### config.mk
export PLATFORM = sky130hd
export DESIGN_NAME = array_set_membership
export DESIGN_NICKNAME = d
export VERILOG_FILES = /design/src/asm_pkg.sv /design/src/asm_ram.sv /design/src/asm_ctrl.sv /design/src/array_set_membership.sv
export SDC_FILE = /design/constraint.sdc
export NUM_CORES = 2
export LEC_CHECK = 0
export ABC_AREA = 0
export BUFFER_PORTS_ARGS = -buffer_cell sky130_fd_sc_hd__buf_2
export CELL_PAD_IN_SITES_DETAIL_PLACEMENT = 0
export CELL_PAD_IN_SITES_GLOBAL_PLACEMENT = 2
export CORE_ASPECT_RATIO = 0.8
export CORE_MARGIN = 3
export CORE_UTILIZATION = 46
export DETAILED_ROUTE_END_ITERATION = 10
export GPL_TIMING_DRIVEN = 0
export PLACE_DENSITY_LB_ADDON = 0.15
export SLEW_MARGIN = 20
export SYNTH_ARGS = -nofsm -noshare
export SYNTH_HDL_FRONTEND = slang
export SYNTH_HIERARCHICAL = 1
export SYNTH_SLANG_ARGS = --single-unit
### constraint.sdc
create_clock -name i_clk -period 4.8 [get_ports i_clk]
set_input_delay 0.48 -clock i_clk [delete_from_list [all_inputs] [get_ports i_clk]]
set_output_delay 0.48 -clock i_clk [all_outputs]
set_load 0.02 [all_outputs]
### src/asm_pkg.sv
// Package for the array set: sizes, codes and item types.
package asm_pkg;

    localparam int CAPACITY   = 64;
    localparam int ELEM_WIDTH = 32;
    localparam int ADDR_W     = $clog2(CAPACITY);
    localparam int CNT_W      = $clog2(CAPACITY + 1);
    localparam int COUNT_W    = 7;

    localparam logic [1:0] ACT_ADD    = 2'd0;
    localparam logic [1:0] ACT_REMOVE = 2'd1;
    localparam logic [1:0] ACT_SEARCH = 2'd2;

    localparam logic [1:0] ST_TRUE  = 2'd0;
    localparam logic [1:0] ST_FALSE = 2'd1;
    localparam logic [1:0] ST_FULL  = 2'd2;

    typedef struct packed {
        logic [1:0]  action;
        logic [31:0] elem;
    } t_in_item;

    typedef struct packed {
        logic [1:0]         status;
        logic [COUNT_W-1:0] count;
        logic               empty_res;
    } t_out_item;

    typedef struct packed {
        logic                  we;
        logic [ADDR_W-1:0]     waddr;
        logic [ELEM_WIDTH-1:0] wdata;
        logic [ADDR_W-1:0]     raddr;
    } t_mem_req;

endpackage

### src/asm_ram.sv
// Simple dual-port RAM: one write and one registered read per cycle.
module asm_ram #(
    parameter int DEPTH = 64,
    parameter int WIDTH = 32
) (
    input  logic                     i_clk,
    input  logic                     i_we,
    input  logic [$clog2(DEPTH)-1:0] i_waddr,
    input  logic [WIDTH-1:0]         i_wdata,
    input  logic [$clog2(DEPTH)-1:0] i_raddr,
    output logic [WIDTH-1:0]         o_rdata
);

    logic [WIDTH-1:0] r_mem [DEPTH];
    logic [WIDTH-1:0] r_rdata;

    always_ff @(posedge i_clk) begin
        if (i_we) begin
            r_mem[i_waddr] <= i_wdata;
        end
        r_rdata <= r_mem[i_raddr];
    end

    assign o_rdata = r_rdata;

endmodule

### src/asm_ctrl.sv
// Sequencer: scans the entry store, appends on add, compacts on remove.
module asm_ctrl import asm_pkg::*; (
    input  logic                  i_clk,
    input  logic                  i_rst_n,
    input  logic                  i_in_valid,
    output logic                  o_in_ready,
    input  t_in_item              i_in_item,
    output logic                  o_res_valid,
    input  logic                  i_res_ready,
    output t_out_item             o_res_item,
    output t_mem_req              o_mem,
    input  logic [ELEM_WIDTH-1:0] i_rd_data
);

    typedef enum logic [3:0] {
        S_IDLE  = 4'b0001,
        S_SCAN  = 4'b0010,
        S_SHIFT = 4'b0100,
        S_RESP  = 4'b1000
    } t_state;

    t_state                r_state,     n_state;
    logic [1:0]            r_action,    n_action;
    logic [ELEM_WIDTH-1:0] r_elem,      n_elem;
    logic [CNT_W-1:0]      r_count,     n_count;
    logic [CNT_W-1:0]      r_idx,       n_idx;
    logic                  r_pend,      n_pend;
    logic [ADDR_W-1:0]     r_pend_addr, n_pend_addr;
    logic [1:0]            r_status,    n_status;
    logic                  issue;
    logic                  hit;

    always_comb begin
        n_state     = r_state;
        n_action    = r_action;
        n_elem      = r_elem;
        n_count     = r_count;
        n_idx       = r_idx;
        n_pend      = 1'b0;
        n_pend_addr = r_idx[ADDR_W-1:0];
        n_status    = r_status;
        o_mem.we    = 1'b0;
        o_mem.waddr = r_count[ADDR_W-1:0];
        o_mem.wdata = r_elem;
        o_mem.raddr = r_idx[ADDR_W-1:0];
        issue       = 1'b0;
        hit         = r_pend && (i_rd_data == r_elem);

        case (r_state)
            S_IDLE: begin
                if (i_in_valid) begin
                    n_action = i_in_item.action;
                    n_elem   = ELEM_WIDTH'(i_in_item.elem);
                    n_idx    = '0;
                    case (i_in_item.action)
                        ACT_ADD, ACT_REMOVE, ACT_SEARCH: begin
                            n_state = S_SCAN;
                        end
                        default: begin
                            n_status = ST_FALSE;
                            n_state  = S_RESP;
                        end
                    endcase
                end
            end
            S_SCAN: begin
                // read one entry a cycle, compare it the cycle after
                issue  = r_idx < r_count;
                n_pend = issue;
                if (issue) begin
                    n_idx = r_idx + 1'b1;
                end
                if (hit) begin
                    n_pend = 1'b0;
                    case (r_action)
                        ACT_ADD: begin
                            n_status = ST_FALSE;
                            n_state  = S_RESP;
                        end
                        ACT_REMOVE: begin
                            n_idx   = CNT_W'(r_pend_addr) + 1'b1;
                            n_state = S_SHIFT;
                        end
                        default: begin
                            n_status = ST_TRUE;
                            n_state  = S_RESP;
                        end
                    endcase
                end else if (!issue && !r_pend) begin
                    n_state = S_RESP;
                    case (r_action)
                        ACT_ADD: begin
                            if (r_count >= CNT_W'(CAPACITY)) begin
                                n_status = ST_FULL;
                            end else begin
                                o_mem.we = 1'b1;
                                n_count  = r_count + 1'b1;
                                n_status = ST_TRUE;
                            end
                        end
                        default: begin
                            n_status = ST_FALSE;
                        end
                    endcase
                end
            end
            S_SHIFT: begin
                // entry i+1 read this cycle lands at i next cycle
                issue  = r_idx < r_count;
                n_pend = issue;
                if (issue) begin
                    n_idx = r_idx + 1'b1;
                end
                if (r_pend) begin
                    o_mem.we    = 1'b1;
                    o_mem.waddr = r_pend_addr - 1'b1;
                    o_mem.wdata = i_rd_data;
                end
                if (!issue && !r_pend) begin
                    n_count  = r_count - 1'b1;
                    n_status = ST_TRUE;
                    n_state  = S_RESP;
                end
            end
            S_RESP: begin
                if (i_res_ready) begin
                    n_state = S_IDLE;
                end
            end
            default: begin
                n_state = S_IDLE;
            end
        endcase
    end

    always_ff @(posedge i_clk) begin
        if (!i_rst_n) begin
            r_state <= S_IDLE;
            r_count <= '0;
            r_pend  <= 1'b0;
        end else begin
            r_state <= n_state;
            r_count <= n_count;
            r_pend  <= n_pend;
        end
    end

    always_ff @(posedge i_clk) begin
        r_action    <= n_action;
        r_elem      <= n_elem;
        r_idx       <= n_idx;
        r_pend_addr <= n_pend_addr;
        r_status    <= n_status;
    end

    assign o_in_ready           = (r_state == S_IDLE);
    assign o_res_valid          = (r_state == S_RESP);
    assign o_res_item.status    = r_status;
    assign o_res_item.count     = COUNT_W'(r_count);
    assign o_res_item.empty_res = (r_count == '0);

endmodule

### src/array_set_membership.sv
// Array set top level: input channel, sequencer, entry RAM, output register.
//
// Usage:
//   Input channel i_in_valid / o_in_ready carries one item: action (add,
//   remove, search) and elem. Output channel o_out_valid / i_out_ready
//   returns exactly one item per input: status, count after the
//   operation and empty_res.
// Timing:
//   The sequencer reads the entry RAM one entry per cycle and compares each
//   read in the cycle after. A remove that hits moves every later entry
//   down one place. The result goes from the response state into the output
//   register; it shows on o_out_valid in the same cycle as the next item can
//   be accepted.
// Reset:
//   Clears the element count and control state; RAM contents are left as
//   they are, since entries at or above the count are never read.
// Stall:
//   A result waits in the output register; the sequencer takes and works on
//   the next item and holds its own result until the register empties.
module array_set_membership import asm_pkg::*; (
    input  logic      i_clk,
    input  logic      i_rst_n,
    input  logic      i_in_valid,
    output logic      o_in_ready,
    input  t_in_item  i_in_item,
    output logic      o_out_valid,
    input  logic      i_out_ready,
    output t_out_item o_out_item
);

    t_mem_req              mem_req;
    logic [ELEM_WIDTH-1:0] rd_data;
    logic                  res_valid;
    logic                  res_ready;
    t_out_item             res_item;

    logic                  r_out_valid;
    t_out_item             r_out_item;

    asm_ctrl u_ctrl (
        .i_clk       (i_clk),
        .i_rst_n     (i_rst_n),
        .i_in_valid  (i_in_valid),
        .o_in_ready  (o_in_ready),
        .i_in_item   (i_in_item),
        .o_res_valid (res_valid),
        .i_res_ready (res_ready),
        .o_res_item  (res_item),
        .o_mem       (mem_req),
        .i_rd_data   (rd_data)
    );

    // entry store; no reset needed, only entries below the count are read
    asm_ram #(
        .DEPTH (CAPACITY),
        .WIDTH (ELEM_WIDTH)
    ) u_ram (
        .i_clk   (i_clk),
        .i_we    (mem_req.we),
        .i_waddr (mem_req.waddr),
        .i_wdata (mem_req.wdata),
        .i_raddr (mem_req.raddr),
        .o_rdata (rd_data)
    );

    // output register decouples the sequencer from a stalled receiver
    assign res_ready = !r_out_valid || i_out_ready;

    always_ff @(posedge i_clk) begin
        if (!i_rst_n) begin
            r_out_valid <= 1'b0;
        end else if (res_valid && res_ready) begin
            r_out_valid <= 1'b1;
        end else if (i_out_ready) begin
            r_out_valid <= 1'b0;
        end
    end

    always_ff @(posedge i_clk) begin
        if (res_valid && res_ready) begin
            r_out_item <= res_item;
        end
    end

    assign o_out_valid = r_out_valid;
    assign o_out_item  = r_out_item;

endmodule

==> flow_results.org <==
** Outcome
- The run finished with clean final reports.

** Global routing
- Global-route congestion overflow total :: 0
- Global route hottest layer :: met2
- Entering global routing, the biggest net connects 65 pins.
- In the global route stage, overall resource usage came out at 0.2906.
- Met2 capacity usage during global routing :: 0.4301
- Number of antenna violations at the first check in global routing :: 10
- In the global route stage, met1 resource usage came out at 0.4286.
- For met3 alone, demand over resource in global routing was 0.07051.
- The first global-routing pass estimated around 360 mm of wire.
- Vias in the first global route :: ~41000

** Yosys
- The number of nets handed over by synthesis was approximately 3700.
- Post-synth top area share :: 0.7636
- Post-synth EDFFs :: between 2000 and 2500
- Of all cell types, the one taking the most synthesized area is sky130_fd_sc_hd__edfxtp_1.
- Number of storage elements in the synthesis netlist :: ~2200
- Ranked by total cell area, the synthesized netlist is headed by sky130_fd_sc_hd__edfxtp_1 76%, sky130_fd_sc_hd__mux4_2 15%, sky130_fd_sc_hd__dfxtp_1 1.2%, sky130_fd_sc_hd__mux2i_1 1.2%, sky130_fd_sc_hd__nor2_1 0.69%.
- Netlist area before placement :: between 80000 and 90000 um^2
- The share of the Yosys chip area taken by registers is 0.7760.
- The synthesized netlist contains 67 unique library cells.
- In the synthesized netlist the async set-or-reset flop fraction comes to 0.
- Gate Count Post-Synth :: roughly 3700
- The Yosys step of the flow raised 6 warnings.
- Avg Synthesized Cell Area :: approximately 22 um^2
- Among all flip-flop cells after synthesis, the most frequent one is sky130_fd_sc_hd__edfxtp_1.

** STA
- Dividing the final minimum period by the clock period gives 0.9973.
- The hold violation total from the final report came to 0.
- After layout, the minimum clock period comes to 4.787 ns.
- Total setup violations reported at the end of the flow :: 0
- Worst hold margin :: 0.3647 ns
- Slew at the pin closest to its max-slew limit :: approximately 1.2 ns
- The number of pins with negative max-slew slack in the final report is 0.
- Clock tree skew after final layout :: between 0.02 and 0.03 ns
- The worst pin sits at a relative slew slack of 0.1996.
- Maximum clock frequency :: about 0.21 GHz

** Place
- Count of port buffers added during placement :: 49
- Routability-driven placement finished with a final weighted congestion of 0.8438.
- DPL Wire Length :: 179.2 mm

** CTS
- Max H-tree Level :: 4
- Total clock buffers created by CTS :: 206
- Buffers from clock root to sink, at most :: 3
- Clock latency on the worst-skew pair, taken at its later pin, is about 0.84 ns.
- Master cell of the clock root buffer :: sky130_fd_sc_hd__clkbuf_16
- After clock tree synthesis, the clock-pin slew on the worst setup and hold paths is about 0.06 ns.
- The tree built by TritonCTS fans out to about 2200 sinks.
- CTS tree :: yes

** Die
- In this run the vertical extent of the chip is ~390 um.
- Number of cell rows :: between 100 and 150
- The die covers roughly 180000 um^2.
- Chip width :: between 400 and 500 um
- The initial utilization of the core area, before any placement, comes to 0.4650.
- The region available for standard cell placement spans between 150000 and 200000 um^2.
- 50 I/O pins were placed.

** Worst setup path
- STA classifies the critical path startpoint as a flop.
- Worst-path cell chain :: buf_4, clkbuf_1, buf_2, buf_2, buf_2, buf_2, mux2i_1, a21oi_1, a21oi_1, nor2_1
- Setup slack on the worst reg-to-reg path comes out at about 0.013 ns.
- Dominant cell type by count on the critical path :: sky130_fd_sc_hd__buf_2
- Worst EP arrival :: approximately 5.5 ns
- Of all nets on the critical path, the largest fanout is 10.
- Critical path's slowest cell :: sky130_fd_sc_hd__buf_2
- STA classifies the critical path endpoint as a flop.
- Reg2Reg Depth :: 10
- STA puts the critical path data required time at roughly 5.5 ns.
- Delay contributed by the slowest stage of the critical path :: between 0.5 and 0.6 ns
- The worst setup path is of the flop to flop kind.

** Power and ir drop
- Of the total power, the share spent switching nets is 0.2990.
- Internal power comes to between 30 and 40 mW.
- The share of total power dissipated in sequential elements is 0.447.
- The share of total power dissipated in the clock network is 0.322.
- Logic gate share of total power :: 0.231
- Across the VDD grid, the largest voltage drop is 0.3562 mV.
- Power density cells :: approximately 500 nW/um^2
- Switch Pwr :: between 10 and 15 mW
- For this design the static power due to leakage is a little over 30 nW.

** Drt
- The first TritonRoute pass finished after 6 iterations.
- Number of vias per cell :: ~6.4
- After detailed routing, the average wire length per cell comes to 39.57 um.
- Final routed wirelength across all metal layers :: around 270 mm
- Summing over every cut layer, the via total after detailed routing is roughly 43000.
- In the routed design, unresolved DRC markers number 0.
- Post-detailed-route count of antenna-violating nets :: 0
- Initial drt markers :: 6486

** Final layout
- Leaving out fill and tap cells, the most frequent cells in the layout are 2101 x sky130_fd_sc_hd__edfxtp_1, 544 x sky130_fd_sc_hd__mux4_2, 209 x sky130_fd_sc_hd__clkbuf_16.
- Fraction of final layout cells sized beyond drive strength 1 :: 0.3093
- The area growth from synthesis to layout is 17.98%.
- Total number of nets in the final design :: 4280
- Leaving out fill and tap cells, the most frequent cell in the layout is sky130_fd_sc_hd__edfxtp_1.
- Final core utilization :: 0.5486

** Hold path
- Path class of the lowest-slack min-delay path :: input pin to flop
- Along the worst hold path, the cell count comes to 2.

** Flow run
- Max-cap violations :: 0
## synthesized netlist by cell type (9+ instances only)
cell type / count
sky130_fd_sc_hd__buf_4: 33
sky130_fd_sc_hd__mux2_2: 32
sky130_fd_sc_hd__xor2_1: 41
sky130_fd_sc_hd__nand4_1: 9
sky130_fd_sc_hd__inv_1: 13
sky130_fd_sc_hd__buf_1: 21
sky130_fd_sc_hd__o221ai_1: 28
sky130_fd_sc_hd__mux2i_1: 97
sky130_fd_sc_hd__nor2_1: 152
sky130_fd_sc_hd__mux4_2: 544
sky130_fd_sc_hd__dfxtp_1: 51
sky130_fd_sc_hd__nor2b_1: 19
sky130_fd_sc_hd__a21oi_1: 75
sky130_fd_sc_hd__nand2b_1: 10
sky130_fd_sc_hd__nand2_1: 49
sky130_fd_sc_hd__nand3_1: 11
sky130_fd_sc_hd__clkbuf_1: 79
sky130_fd_sc_hd__edfxtp_1: 2101
sky130_fd_sc_hd__nor4_1: 11
sky130_fd_sc_hd__ha_1: 14
sky130_fd_sc_hd__o21ai_0: 9
sky130_fd_sc_hd__a22oi_1: 12
sky130_fd_sc_hd__o22ai_1: 90
sky130_fd_sc_hd__nor3_1: 11
sky130_fd_sc_hd__buf_2: 58
## per-stage QoR
step,cells,cell area [um^2],setup slack (ns),total power [mW],TNS [ns]
after detailed placement,6246,89490,-0.5064,33.23,-123.20
final,6787,97470,0.01305,48.59,0
after floorplan,3677,82630,0.4980,28.41,0
after CTS,6716,96710,-0.001923,48.73,-0.002960
after global placement,6106,85850,-3.976,33.12,-6659.18
after global routing,6780,97460,-0.02253,49.92,-0.02253
## critical path, delay by kind of cell, from the launching register on
family	cells	cell delay, ns
AO/OA/AOI/OAI	2	0.71
buffers and inverters	6	2.75
flip-flops	1	0.50
multiplexers	1	0.52
AND/OR/NAND/NOR	1	0.09
## repair_timing
action | 4_1_cts | 5_1_grt
resized for setup | 3 | 17
buffers inserted | 51 | 64
gates cloned | 0 | 0
pin swaps | 22 | 16
hold endpoints to repair | 38 | 0
hold buffers | 38 | 0
setup endpoints to repair | 840 | 1277
## final cells by class
| class | count | area [um^2] |
|---|---|---|
| fillers | 13340 | 80200 |
| flip-flops and latches | 2152 | 64110 |
| multi-input cells | 1313 | 18120 |
| clock buffers | 273 | 5490 |
| repair buffers | 342 | 4802 |
| well taps | 2380 | 2978 |
| plain buffers | 198 | 1032 |
| clock inverters | 108 | 858.3 |
| inverters | 14 | 65.06 |
| diodes | 7 | 17.52 |
## layer usage
layer  part of all wire  vias up
met1               0.41    23850
met3               0.10      414
met4              0.038        2
met2               0.45     2468
li1                   -    16710
met5           0.000048        -
## cell families (layout without fill, tap and decap cells)
kind of cell | count (synthesis) | count (layout) | synth area share
buffers and inverters | 212 | 935 | 0.01280
DFF | 2152 | 2152 | 0.7760
and+or+nand+nor | 326 | 326 | 0.01916
muxes | 673 | 673 | 0.1644
other | 0 | 7 | 0
AOI/OAI and AO/OA | 250 | 250 | 0.02011
xor gates and xnor gates | 49 | 49 | 0.005194
adders and majority gates | 15 | 15 | 0.002362
## path summary, 6_finish.rpt
| path | from | to |
|---|---|---|
| setup / recovery | u_ctrl/r_idx[2] | u_ram/o_rdata[13] |
| hold / removal | i_in_item[29] | u_ctrl/r_elem[29] |
| setup reg to reg | u_ctrl/r_idx[2] | u_ram/o_rdata[13] |
| hold reg to reg | u_ctrl/r_status[0] | o_out_item[8] |
## sequential cells by signal, indices dropped and copies added, names as in the netlist
register,cells
o_out_valid,1
o_out_item,10
u_ram/r_mem,2048
u_ctrl/r_elem,32
u_ctrl/r_pend_addr,6
u_ctrl/r_pend,1
u_ram/o_rdata,32
u_ctrl/r_idx,7
u_ctrl/r_state,4
u_ctrl/r_count,7
u_ctrl/r_action,2
u_ctrl/r_status,2
## power groups by stage
stage	registers, mW	logic [mW]	clock network, mW
CTS	21.7	11.1	15.9
finish	21.7	11.2	15.6
global placement	22.1	11.0	0
global route	21.7	11.6	16.6
floorplan	22.0	6.46	0
detailed placement	22.1	11.1	0
No activity file was read; power rests on OpenSTA's default activity.
